--- src/hdl/rgb_linear_fade_engine_assert.svh ---
// Assertion macros for the RGB fade engine.
// Included by modules that carry concurrent checks; needs no package.
`ifndef RGB_LINEAR_FADE_ENGINE_ASSERT_SVH
`define RGB_LINEAR_FADE_ENGINE_ASSERT_SVH
`ifndef SYNTHESIS
// same-cycle implication
`define RLFE_ASSERT_IMP(lbl, clk, rst_n, ante, cons) \
    lbl: assert property (@(posedge clk) disable iff (!rst_n) (ante) |-> (cons)) \
        else $error("rlfe: same-cycle check failed");
// next-cycle implication
`define RLFE_ASSERT_NXT(lbl, clk, rst_n, ante, cons) \
    lbl: assert property (@(posedge clk) disable iff (!rst_n) (ante) |=> (cons)) \
        else $error("rlfe: next-cycle check failed");
`else
`define RLFE_ASSERT_IMP(lbl, clk, rst_n, ante, cons)
`define RLFE_ASSERT_NXT(lbl, clk, rst_n, ante, cons)
`endif
`endif

--- src/hdl/rlfe_pkg.sv ---
// Shared types and constants for the RGB fade engine.
// No dependencies.
package rlfe_pkg;

    localparam int CHAN_BITS = 8;
    localparam int DIV_STEPS = CHAN_BITS;
    localparam int STEP_BITS = $clog2(DIV_STEPS);

    typedef enum logic [1:0] {
        MODE_TICK = 2'd0,
        MODE_SET  = 2'd1,
        MODE_FADE = 2'd2,
        MODE_OFF  = 2'd3
    } t_mode;

    typedef struct packed {
        logic [CHAN_BITS-1:0] red;
        logic [CHAN_BITS-1:0] green;
        logic [CHAN_BITS-1:0] blue;
    } t_rgb;

    typedef enum logic [2:0] {
        S_IDLE,
        S_EXEC,
        S_CHECK,
        S_MUL,
        S_LOAD,
        S_DIV,
        S_WB,
        S_DONE
    } t_state;

    typedef struct packed {
        logic                 capture;
        logic                 exec;
        logic                 check;
        logic                 mul;
        logic                 load;
        logic                 step;
        logic [STEP_BITS-1:0] k;
        logic                 wb;
        logic                 emit;
    } t_cmd;

    typedef struct packed {
        t_mode mode;
        logic  fading;
        logic  reached;
        logic  out_free;
    } t_sts;

endpackage

--- src/hdl/rlfe_ifs.sv ---
// Valid/ready channel interfaces for the RGB fade engine: input items and results.
// No dependencies.
interface rlfe_in_if;
    logic        valid;
    logic        ready;
    logic [1:0]  mode;
    logic [7:0]  red_in;
    logic [7:0]  green_in;
    logic [7:0]  blue_in;
    logic [31:0] fade_time;

    modport source (output valid, mode, red_in, green_in, blue_in, fade_time, input ready);
    modport sink   (input valid, mode, red_in, green_in, blue_in, fade_time, output ready);
endinterface

interface rlfe_out_if;
    logic       valid;
    logic       ready;
    logic [7:0] red_out;
    logic [7:0] green_out;
    logic [7:0] blue_out;
    logic       fade_active;
    logic       refreshed;

    modport source (output valid, red_out, green_out, blue_out, fade_active, refreshed,
                    input ready);
    modport sink   (input valid, red_out, green_out, blue_out, fade_active, refreshed,
                    output ready);
endinterface

--- src/hdl/rgb_linear_fade_engine.sv ---
// RGB linear fade engine: one item at a time, through EXEC and DONE for set, fade, off and
// idle ticks, also CHECK for a tick that ends a fade, and CHECK, MUL, LOAD, DIV and WB for an
// interpolating tick (one 8xTIME_BITS multiply and an 8-step restoring divide per channel).
// DONE holds until the result register is free; a new item is taken the cycle after it loads.
// Synchronous active-low reset: black shown, no fade, no result pending.
// Depends on rlfe_pkg, rlfe_ifs, rlfe_ctrl, rlfe_dp.
module rgb_linear_fade_engine #(
    parameter int TIME_BITS = 32
) (
    input  logic        i_clk,
    input  logic        i_rst_n,
    rlfe_in_if.sink     i_item,
    rlfe_out_if.source  o_result
);

    rlfe_pkg::t_cmd cmd;
    rlfe_pkg::t_sts sts;
    logic           in_ready;

    assign i_item.ready = in_ready;

    rlfe_ctrl u_ctrl (
        .i_clk   (i_clk),
        .i_rst_n (i_rst_n),
        .i_valid (i_item.valid),
        .o_ready (in_ready),
        .i_sts   (sts),
        .o_cmd   (cmd)
    );

    rlfe_dp #(.TIME_BITS(TIME_BITS)) u_dp (
        .i_clk    (i_clk),
        .i_rst_n  (i_rst_n),
        .i_cmd    (cmd),
        .o_sts    (sts),
        .i_item   (i_item),
        .o_result (o_result)
    );

endmodule

--- src/hdl/rlfe_lane.sv ---
// One color channel of the interpolator: 8xTIME_BITS multiply, then an
// 8-step restoring divide. Depends on rlfe_pkg.
module rlfe_lane #(
    parameter int TIME_BITS = 32
) (
    input  logic                               i_clk,
    input  rlfe_pkg::t_cmd                     i_cmd,
    input  logic [rlfe_pkg::CHAN_BITS-1:0]     i_start,
    input  logic [rlfe_pkg::CHAN_BITS-1:0]     i_target,
    input  logic [TIME_BITS-1:0]               i_num,
    input  logic [TIME_BITS-1:0]               i_den,
    output logic [rlfe_pkg::CHAN_BITS-1:0]     o_chan
);

    localparam int W = rlfe_pkg::CHAN_BITS + TIME_BITS;

    logic                           r_dec;
    logic [rlfe_pkg::CHAN_BITS-1:0] r_q;
    logic [W-1:0]                   r_prod;
    logic [W-1:0]                   r_rem;
    logic [rlfe_pkg::CHAN_BITS-1:0] diff;
    logic [W-1:0]                   trial;
    logic [W-1:0]                   corr;

    assign diff  = (i_target < i_start) ? (i_start - i_target) : (i_target - i_start);
    assign trial = W'(i_den) << i_cmd.k;
    assign corr  = r_dec ? (W'(i_den) - W'(1)) : '0;

    // descending channel rounds the quotient up
    always_ff @(posedge i_clk) begin
        if (i_cmd.mul) begin
            r_dec  <= (i_target < i_start);
            r_prod <= W'(diff) * W'(i_num);
        end
        if (i_cmd.load) begin
            r_rem <= r_prod + corr;
            r_q   <= '0;
        end else if (i_cmd.step) begin
            if (r_rem >= trial) begin
                r_rem        <= r_rem - trial;
                r_q[i_cmd.k] <= 1'b1;
            end
        end
    end

    assign o_chan = r_dec ? (i_start - r_q) : (i_start + r_q);

endmodule

--- src/hdl/rlfe_dp.sv ---
// Datapath of the RGB fade engine: fade state, item capture, three lanes
// and the result register. Depends on rlfe_pkg, rlfe_ifs and rlfe_lane.
module rlfe_dp #(
    parameter int TIME_BITS = 32
) (
    input  logic               i_clk,
    input  logic               i_rst_n,
    input  rlfe_pkg::t_cmd     i_cmd,
    output rlfe_pkg::t_sts     o_sts,
    rlfe_in_if.sink            i_item,
    rlfe_out_if.source         o_result
);

    localparam logic [31:0] TIME_MAX32 = 32'((64'd1 << TIME_BITS) - 64'd1);

    rlfe_pkg::t_mode        r_mode;
    rlfe_pkg::t_rgb         r_color;
    logic [31:0]            r_ft;

    rlfe_pkg::t_rgb         r_shown;
    rlfe_pkg::t_rgb         r_start;
    rlfe_pkg::t_rgb         r_target;
    logic [TIME_BITS-1:0]   r_elapsed;
    logic [TIME_BITS-1:0]   r_len;
    logic                   r_fade_on;
    logic                   r_refr;

    logic                   r_out_valid;
    rlfe_pkg::t_rgb         r_out_rgb;
    logic                   r_out_fade;
    logic                   r_out_refr;

    logic [TIME_BITS-1:0]   len_sat;
    logic [TIME_BITS-1:0]   elapsed_inc;
    rlfe_pkg::t_rgb         lerp;

    assign len_sat     = (r_ft > TIME_MAX32) ? TIME_MAX32[TIME_BITS-1:0]
                                             : r_ft[TIME_BITS-1:0];
    assign elapsed_inc = (r_elapsed == '1) ? r_elapsed : r_elapsed + TIME_BITS'(1);

    rlfe_lane #(.TIME_BITS(TIME_BITS)) u_lane_r (
        .i_clk(i_clk), .i_cmd(i_cmd), .i_start(r_start.red), .i_target(r_target.red),
        .i_num(r_elapsed), .i_den(r_len), .o_chan(lerp.red)
    );
    rlfe_lane #(.TIME_BITS(TIME_BITS)) u_lane_g (
        .i_clk(i_clk), .i_cmd(i_cmd), .i_start(r_start.green), .i_target(r_target.green),
        .i_num(r_elapsed), .i_den(r_len), .o_chan(lerp.green)
    );
    rlfe_lane #(.TIME_BITS(TIME_BITS)) u_lane_b (
        .i_clk(i_clk), .i_cmd(i_cmd), .i_start(r_start.blue), .i_target(r_target.blue),
        .i_num(r_elapsed), .i_den(r_len), .o_chan(lerp.blue)
    );

    always_ff @(posedge i_clk) begin
        if (i_cmd.capture) begin
            r_mode  <= rlfe_pkg::t_mode'(i_item.mode);
            r_color <= '{red: i_item.red_in, green: i_item.green_in, blue: i_item.blue_in};
            r_ft    <= i_item.fade_time;
        end
    end

    always_ff @(posedge i_clk) begin
        if (!i_rst_n) begin
            r_shown   <= '0;
            r_start   <= '0;
            r_target  <= '0;
            r_elapsed <= '0;
            r_len     <= '0;
            r_fade_on <= 1'b0;
            r_refr    <= 1'b0;
        end else begin
            if (i_cmd.exec) begin
                case (r_mode)
                    rlfe_pkg::MODE_TICK: begin
                        if (r_fade_on) r_elapsed <= elapsed_inc;
                        r_refr <= r_fade_on;
                    end
                    rlfe_pkg::MODE_SET: begin
                        r_shown <= r_color;
                        r_refr  <= 1'b1;
                    end
                    rlfe_pkg::MODE_FADE: begin
                        r_start   <= r_shown;
                        r_target  <= r_color;
                        r_elapsed <= '0;
                        r_len     <= len_sat;
                        r_fade_on <= 1'b1;
                        r_refr    <= 1'b0;
                    end
                    rlfe_pkg::MODE_OFF: begin
                        r_shown   <= '0;
                        r_fade_on <= 1'b0;
                        r_refr    <= 1'b1;
                    end
                    default: r_refr <= 1'b0;
                endcase
            end
            if (i_cmd.check && (r_elapsed >= r_len)) begin
                r_shown   <= r_target;
                r_fade_on <= 1'b0;
            end
            if (i_cmd.wb) r_shown <= lerp;
        end
    end

    always_ff @(posedge i_clk) begin
        if (!i_rst_n) begin
            r_out_valid <= 1'b0;
        end else if (i_cmd.emit) begin
            r_out_valid <= 1'b1;
        end else if (o_result.ready) begin
            r_out_valid <= 1'b0;
        end
    end

    always_ff @(posedge i_clk) begin
        if (i_cmd.emit) begin
            r_out_rgb  <= r_shown;
            r_out_fade <= r_fade_on;
            r_out_refr <= r_refr;
        end
    end

    assign o_result.valid       = r_out_valid;
    assign o_result.red_out     = r_out_rgb.red;
    assign o_result.green_out   = r_out_rgb.green;
    assign o_result.blue_out    = r_out_rgb.blue;
    assign o_result.fade_active = r_out_fade;
    assign o_result.refreshed   = r_out_refr;

    assign o_sts.mode     = r_mode;
    assign o_sts.fading   = r_fade_on;
    assign o_sts.reached  = (r_elapsed >= r_len);
    assign o_sts.out_free = !r_out_valid || o_result.ready;

endmodule

--- src/hdl/rlfe_ctrl.sv ---
// Controller of the RGB fade engine: sequences one item through the datapath.
// Depends on rlfe_pkg and rgb_linear_fade_engine_assert.svh.
`include "rgb_linear_fade_engine_assert.svh"

module rlfe_ctrl (
    input  logic           i_clk,
    input  logic           i_rst_n,
    input  logic           i_valid,
    output logic           o_ready,
    input  rlfe_pkg::t_sts i_sts,
    output rlfe_pkg::t_cmd o_cmd
);

    rlfe_pkg::t_state                 r_state;
    rlfe_pkg::t_state                 n_state;
    logic [rlfe_pkg::STEP_BITS-1:0]   r_cnt;
    logic [rlfe_pkg::STEP_BITS-1:0]   n_cnt;

    always_ff @(posedge i_clk) begin
        if (!i_rst_n) begin
            r_state <= rlfe_pkg::S_IDLE;
            r_cnt   <= '0;
        end else begin
            r_state <= n_state;
            r_cnt   <= n_cnt;
        end
    end

    always_comb begin
        n_state = r_state;
        n_cnt   = r_cnt;
        case (r_state)
            rlfe_pkg::S_IDLE:  if (i_valid) n_state = rlfe_pkg::S_EXEC;
            rlfe_pkg::S_EXEC: begin
                if (i_sts.mode == rlfe_pkg::MODE_TICK && i_sts.fading)
                    n_state = rlfe_pkg::S_CHECK;
                else
                    n_state = rlfe_pkg::S_DONE;
            end
            rlfe_pkg::S_CHECK: n_state = i_sts.reached ? rlfe_pkg::S_DONE : rlfe_pkg::S_MUL;
            rlfe_pkg::S_MUL:   n_state = rlfe_pkg::S_LOAD;
            rlfe_pkg::S_LOAD: begin
                n_state = rlfe_pkg::S_DIV;
                n_cnt   = rlfe_pkg::STEP_BITS'(rlfe_pkg::DIV_STEPS - 1);
            end
            rlfe_pkg::S_DIV: begin
                if (r_cnt == '0) n_state = rlfe_pkg::S_WB;
                else             n_cnt   = r_cnt - 1'b1;
            end
            rlfe_pkg::S_WB:    n_state = rlfe_pkg::S_DONE;
            rlfe_pkg::S_DONE:  if (i_sts.out_free) n_state = rlfe_pkg::S_IDLE;
            default:           n_state = rlfe_pkg::S_IDLE;
        endcase
    end

    always_comb begin
        o_cmd   = '0;
        o_ready = 1'b0;
        case (r_state)
            rlfe_pkg::S_IDLE: begin
                o_ready       = 1'b1;
                o_cmd.capture = i_valid;
            end
            rlfe_pkg::S_EXEC:  o_cmd.exec  = 1'b1;
            rlfe_pkg::S_CHECK: o_cmd.check = 1'b1;
            rlfe_pkg::S_MUL:   o_cmd.mul   = 1'b1;
            rlfe_pkg::S_LOAD:  o_cmd.load  = 1'b1;
            rlfe_pkg::S_DIV: begin
                o_cmd.step = 1'b1;
                o_cmd.k    = r_cnt;
            end
            rlfe_pkg::S_WB:    o_cmd.wb    = 1'b1;
            rlfe_pkg::S_DONE:  o_cmd.emit  = i_sts.out_free;
            default:           o_cmd       = '0;
        endcase
    end

    `RLFE_ASSERT_NXT(a_accept_exec, i_clk, i_rst_n, i_valid && o_ready, r_state == rlfe_pkg::S_EXEC)
    `RLFE_ASSERT_NXT(a_div_holds, i_clk, i_rst_n, r_state == rlfe_pkg::S_DIV && r_cnt != '0, r_state == rlfe_pkg::S_DIV)
    `RLFE_ASSERT_NXT(a_emit_idle, i_clk, i_rst_n, o_cmd.emit, r_state == rlfe_pkg::S_IDLE)
    `RLFE_ASSERT_IMP(a_check_tick, i_clk, i_rst_n, r_state == rlfe_pkg::S_CHECK, i_sts.mode == rlfe_pkg::MODE_TICK)

endmodule

--- src/flat_wrapper.sv ---
// flat-port wrapper written by rule: the top's interface ports become plain ports
module rgb_linear_fade_engine_flat 
#(
    parameter int TIME_BITS = 32
)
  (i_clk, i_rst_n, i_item_valid, i_item_mode, i_item_red_in, i_item_green_in, i_item_blue_in, i_item_fade_time, i_item_ready, o_result_valid, o_result_red_out, o_result_green_out, o_result_blue_out, o_result_fade_active, o_result_refreshed, o_result_ready);
  rlfe_in_if i_item_i ();
  rlfe_out_if o_result_i ();
  input  logic i_clk;
  input  logic i_rst_n;
  input wire logic [$bits(i_item_i.valid)-1:0] i_item_valid;
  input wire logic [$bits(i_item_i.mode)-1:0] i_item_mode;
  input wire logic [$bits(i_item_i.red_in)-1:0] i_item_red_in;
  input wire logic [$bits(i_item_i.green_in)-1:0] i_item_green_in;
  input wire logic [$bits(i_item_i.blue_in)-1:0] i_item_blue_in;
  input wire logic [$bits(i_item_i.fade_time)-1:0] i_item_fade_time;
  output wire logic [$bits(i_item_i.ready)-1:0] i_item_ready;
  output wire logic [$bits(o_result_i.valid)-1:0] o_result_valid;
  output wire logic [$bits(o_result_i.red_out)-1:0] o_result_red_out;
  output wire logic [$bits(o_result_i.green_out)-1:0] o_result_green_out;
  output wire logic [$bits(o_result_i.blue_out)-1:0] o_result_blue_out;
  output wire logic [$bits(o_result_i.fade_active)-1:0] o_result_fade_active;
  output wire logic [$bits(o_result_i.refreshed)-1:0] o_result_refreshed;
  input wire logic [$bits(o_result_i.ready)-1:0] o_result_ready;
  assign i_item_i.valid = i_item_valid;
  assign i_item_i.mode = i_item_mode;
  assign i_item_i.red_in = i_item_red_in;
  assign i_item_i.green_in = i_item_green_in;
  assign i_item_i.blue_in = i_item_blue_in;
  assign i_item_i.fade_time = i_item_fade_time;
  assign i_item_ready = i_item_i.ready;
  assign o_result_valid = o_result_i.valid;
  assign o_result_red_out = o_result_i.red_out;
  assign o_result_green_out = o_result_i.green_out;
  assign o_result_blue_out = o_result_i.blue_out;
  assign o_result_fade_active = o_result_i.fade_active;
  assign o_result_refreshed = o_result_i.refreshed;
  assign o_result_i.ready = o_result_ready;
  rgb_linear_fade_engine #(.TIME_BITS(TIME_BITS)) u_core (.i_clk(i_clk), .i_rst_n(i_rst_n), .i_item(i_item_i), .o_result(o_result_i));
endmodule
--- config.mk ---
export PLATFORM = sky130hd
export DESIGN_NAME = rgb_linear_fade_engine_flat
export DESIGN_NICKNAME = d
export VERILOG_FILES = /design/src/hdl/rlfe_pkg.sv /design/src/hdl/rlfe_ifs.sv /design/src/hdl/rgb_linear_fade_engine.sv /design/src/hdl/rlfe_lane.sv /design/src/hdl/rlfe_dp.sv /design/src/hdl/rlfe_ctrl.sv /design/src/flat_wrapper.sv
export VERILOG_INCLUDE_DIRS = /design/src /design/src/hdl
export SDC_FILE = /design/constraint.sdc
export NUM_CORES = 2
export LEC_CHECK = 0
export BUFFER_PORTS_ARGS = -buffer_cell sky130_fd_sc_hd__buf_2
export CORE_MARGIN = 2
export CORE_UTILIZATION = 56
export CTS_CLUSTER_DIAMETER = 80
export DETAILED_ROUTE_END_ITERATION = 8
export HOLD_SLACK_MARGIN = 0.06
export PLACE_DENSITY = 0.73
export SLEW_MARGIN = 30
export SYNTH_ARGS = -nofsm -noshare
export SYNTH_HDL_FRONTEND = slang
export SYNTH_SLANG_ARGS = --single-unit
--- constraint.sdc ---
create_clock -name i_clk -period 22.4 [get_ports i_clk]
set_input_delay 6.72 -clock i_clk [delete_from_list [all_inputs] [get_ports i_clk]]
set_output_delay 6.72 -clock i_clk [all_outputs]
set_load 0.05 [all_outputs]
==> results.sh <==
export IMPL_synth_cell_types=92
export IMPL_dieArea_um2=109500
export IMPL_drtAntennaViolNets=0
export IMPL_status="finished clean"
export IMPL_grt_pass1_wl_um=281300
export IMPL_ir_drop_uv=80.79
export IMPL_drt_iter0_markers=4926
export IMPL_worstSetupPathType="flip-flop to output port"
export IMPL_finalHoldViolCount=0
export IMPL_power_static_leakage_nw=28.36
export IMPL_critical_path_startpoint_type="flip-flop"
export IMPL_grt_usage=0.3349
export IMPL_route_detailed_wl_per_inst_um=22.50
export IMPL_maximum_number_of_pins_on_one_net_before_global_route_repair=83
export IMPL_cts_hold_buf=0
export IMPL_p_sw_mw=3.097
export IMPL_setup_violations=0
export IMPL_worst_setup_hold_path_clk_slew_ns=0.06
export IMPL_fillers=9114
export IMPL_maxSlewViolCount=0
export IMPL_cts_tree="yes"
export IMPL_postSynthNetCount=7923
export IMPL_power_switching_share=0.4955
export IMPL_initial_util=0.5661
export IMPL_final_min_clock_period_ns=8.946
export IMPL_synth_area_per_cell_um2=8.831
export IMPL_clock_sink_count=496
export IMPL_hold_end="u_core.u_dp.o_result.blue_out[2]"
export IMPL_insertion_delay_ns=0.70
export IMPL_power_per_cell_area_nw_per_um2=97.87
export IMPL_placement_io_buffers=89
export IMPL_max_freq_mhz=111.8
export IMPL_timing_hold_worst_start="u_core.u_dp.r_shown[2]"
export IMPL_cts_setup_buffers=0
export IMPL_grt_setup_unrepaired="no"
export IMPL_floorplan_die_height_um=330.9
export IMPL_clock_power_frac=0.160
export IMPL_critPathRequiredTime_ns=15.68
export IMPL_whs_path_depth=0
export IMPL_yosysWarningCount=0
export IMPL_area_delta_synth_final_pct=6.703
export IMPL_dr_pass1_iters=6
export IMPL_place_hpwl_um=141600
export IMPL_share_seq_of_total_power=0.217
export IMPL_number_of_core_rows=119
export IMPL_min_period_over_period=0.3994
export IMPL_mappedNetlistArea_um2=59850
export IMPL_instances_no_fill=8143
export IMPL_finalClockSkew_ns=0.04923
export IMPL_ff_latch_count_synth=496
export IMPL_cts_root_to_sink_buffers=3
export IMPL_die_w_um=330.9
export IMPL_top_cells_by_instance_count_after_synthesis="sky130_fd_sc_hd__inv_1, sky130_fd_sc_hd__nand2_1, sky130_fd_sc_hd__fa_1"
export IMPL_placed_cells_incl_taps=8031
export IMPL_critical_path_max_fanout=6
export IMPL_synth_flop_cell="sky130_fd_sc_hd__edfxtp_1"
export IMPL_ys_top_cells_by_area="sky130_fd_sc_hd__fa_1, sky130_fd_sc_hd__edfxtp_1, sky130_fd_sc_hd__ha_1"
export IMPL_synth_most_common_cell="sky130_fd_sc_hd__inv_1"
export IMPL_place_gp_congestion=1.014
export IMPL_first_global_vias=48250
export IMPL_core_area_um2=105700
export IMPL_synth_edf_count=327
export IMPL_cts_max_level=2
export IMPL_detail_route_wirelength_um=183300
export IMPL_tritoncts_num_buffers=58
export IMPL_endpoint_kind="output port"
export IMPL_worst_pin_slew_ns=1.050
export IMPL_ctsResizeCount=0
export IMPL_combPwrFrac=0.623
export IMPL_postPlaceCellArea_um2=61790
export IMPL_synth_seq_area_share=0.2206
export IMPL_num_io_pins=90
export IMPL_power_report_internal_total_mw=3.153
export IMPL_drive_gt1_frac=0.05600
export IMPL_cts_root_buf="sky130_fd_sc_hd__clkbuf_16"
export IMPL_reg2reg_slack_ns=13.69
export IMPL_r2r_start="u_core.u_dp.r_target[8]"
export IMPL_vias=49430
export IMPL_top_cell_type_s_share_of_synthesized_area=0.1856
export IMPL_final_net_count=7847
export IMPL_worst_r2r_cell_count=29
export IMPL_synthesis_instances=6777
export IMPL_cell_type_with_the_highest_aggregate_area_in_the_netlist="sky130_fd_sc_hd__fa_1"
export IMPL_drt_drc_violations_left=0
export IMPL_critical_path_reg2reg_endpoint="u_core.u_dp.u_lane_g.r_prod[39]"
export IMPL_maxCapViolations=0
export IMPL_grt_ovfl_total=0
export IMPL_layout_core_utilization=0.6041
export IMPL_holdCritPathClass="flip-flop to flip-flop"
export IMPL_grt_antenna_before_repair=8
export IMPL_fin_tns_setup_ns=0
export IMPL_worst_ep_arrival_time_ns=2.23
export IMPL_synth_async_sr_flop_share=0
export IMPL_vias_per_cell=6.070
export IMPL_summed_area_of_non_filler_cells_in_the_final_layout_um2=63860
export IMPL_finalPower_mw=6.250
export IMPL_max_slew_margin_rel=0.2982
## worst max-delay path, cell delays in order (launching register included)
cell                      delay (ns)
sky130_fd_sc_hd__dfxtp_1        0.35
sky130_fd_sc_hd__inv_1          0.09
sky130_fd_sc_hd__ha_1           0.38
sky130_fd_sc_hd__inv_1          0.14
sky130_fd_sc_hd__nor2_1         0.25
sky130_fd_sc_hd__buf_2          0.33
## registers in the layout (all words and copies together), names as in the netlist, 24 cells and up
signal	flops
u_core.u_dp.u_lane_g.r_rem	40
u_core.u_dp.r_color	24
u_core.u_dp.r_len	32
u_core.u_dp.u_lane_g.r_prod	40
u_core.u_dp.u_lane_b.r_rem	40
u_core.u_dp.u_lane_b.r_prod	40
u_core.u_dp.r_elapsed	32
u_core.u_dp.r_start	24
u_core.u_dp.r_shown	24
u_core.u_dp.r_ft	32
u_core.u_dp.u_lane_r.r_prod	40
u_core.u_dp.u_lane_r.r_rem	40
u_core.u_dp.r_target	24
## worst max path at each step
stage                        startpoint                               to  slack (ns)  cells past startpoint
6_report       u_core.u_ctrl.r_state[0]                     i_item_ready       13.45                      5
2_1_floorplan              i_item_valid           u_core.u_dp.r_color[0]       13.89                      1
3_3_place_gp                    i_rst_n        u_core.u_dp.r_elapsed[30]       13.27                      5
5_1_grt         u_core.u_dp.r_target[8]  u_core.u_dp.u_lane_g.r_prod[39]       12.94                     28
3_5_place_dp                    i_rst_n        u_core.u_dp.r_elapsed[30]       13.27                      5
4_1_cts         u_core.u_dp.r_target[8]  u_core.u_dp.u_lane_g.r_prod[39]       13.44                     31
## through the flow
stage               worst slack [ns]  hold WS (ns)
floorplan                      13.89        0.4030
global placement               13.27        0.4477
detailed placement             13.27        0.4396
CTS                            13.44        0.4551
global route                   12.94        0.4817
finish                         13.45        0.4571
## cell type report
cell class / instances / area, µm² / area share
repair buffers: 174 / 1111 / 0.01740
multi-input cells: 5298 / 43270 / 0.6775
flip-flops and latches: 496 / 13210 / 0.2068
clock buffers: 72 / 1585 / 0.02482
well taps: 1391 / 1740 / 0.02725
clock inverters: 37 / 416.7 / 0.006525
diodes: 2 / 5.005 / 0.00007837
inverters: 673 / 2527 / 0.03958
## cells by family after synthesis
logic type	Yosys count	synth area share
xor+xnor	400	0.05854
simple gates	2219	0.1888
buf+inv	983	0.06188
fa+ha+maj	1084	0.2962
compound gates	1494	0.1567
mux	101	0.01714
flops	496	0.2206
## layout by cell type (no fill, tap or decap), drive strengths merged, types with 15 or more instances in the layout
| cell | instances |
|---|---|
| clkinv | 28 |
| and2 | 453 |
| a31oi | 57 |
| nand4 | 54 |
| edfxtp | 327 |
| a211oi | 51 |
| o21bai | 58 |
| and4 | 17 |
| o22ai | 15 |
| ha | 529 |
| and3 | 45 |
| a21o | 174 |
| xnor2 | 266 |
| dfxtp | 169 |
| inv | 675 |
| a22o | 21 |
| o211ai | 47 |
| a21boi | 16 |
| buf | 174 |
| fa | 555 |
| mux2i | 89 |
| or3 | 32 |
| a21oi | 558 |
| nand2 | 587 |
| nand2b | 115 |
| o31ai | 24 |
| nand3 | 112 |
| xor2 | 134 |
| nor4 | 25 |
| o21a | 51 |
| o21ai | 274 |
| nor2 | 383 |
| clkbuf | 72 |
| nor2b | 272 |
| nor3 | 93 |
## per-layer routing
| layer | up-vias | wire, µm | track usage |
|---|---|---|---|
| met5 | - | 57 | 0 |
| met2 | 2133 | 79180 | 0.5079 |
| li1 | 22830 | - | - |
| met4 | 8 | 7918 | 0.1293 |
| met1 | 24080 | 76990 | 0.4701 |
| met3 | 381 | 19100 | 0.07013 |
## power groups by stage
stage          Sequential, mW  Combinational, mW  Clock, mW
3_5_place_dp             1.37               3.76          0
3_3_place_gp             1.36               3.72          0
5_1_grt                  1.37               4.20       1.04
4_1_cts                  1.35               3.79       1.01
2_1_floorplan            1.31               2.68          0
6_report                 1.36               3.89       1.00
Note: power is estimated with default switching activity, not from simulation.
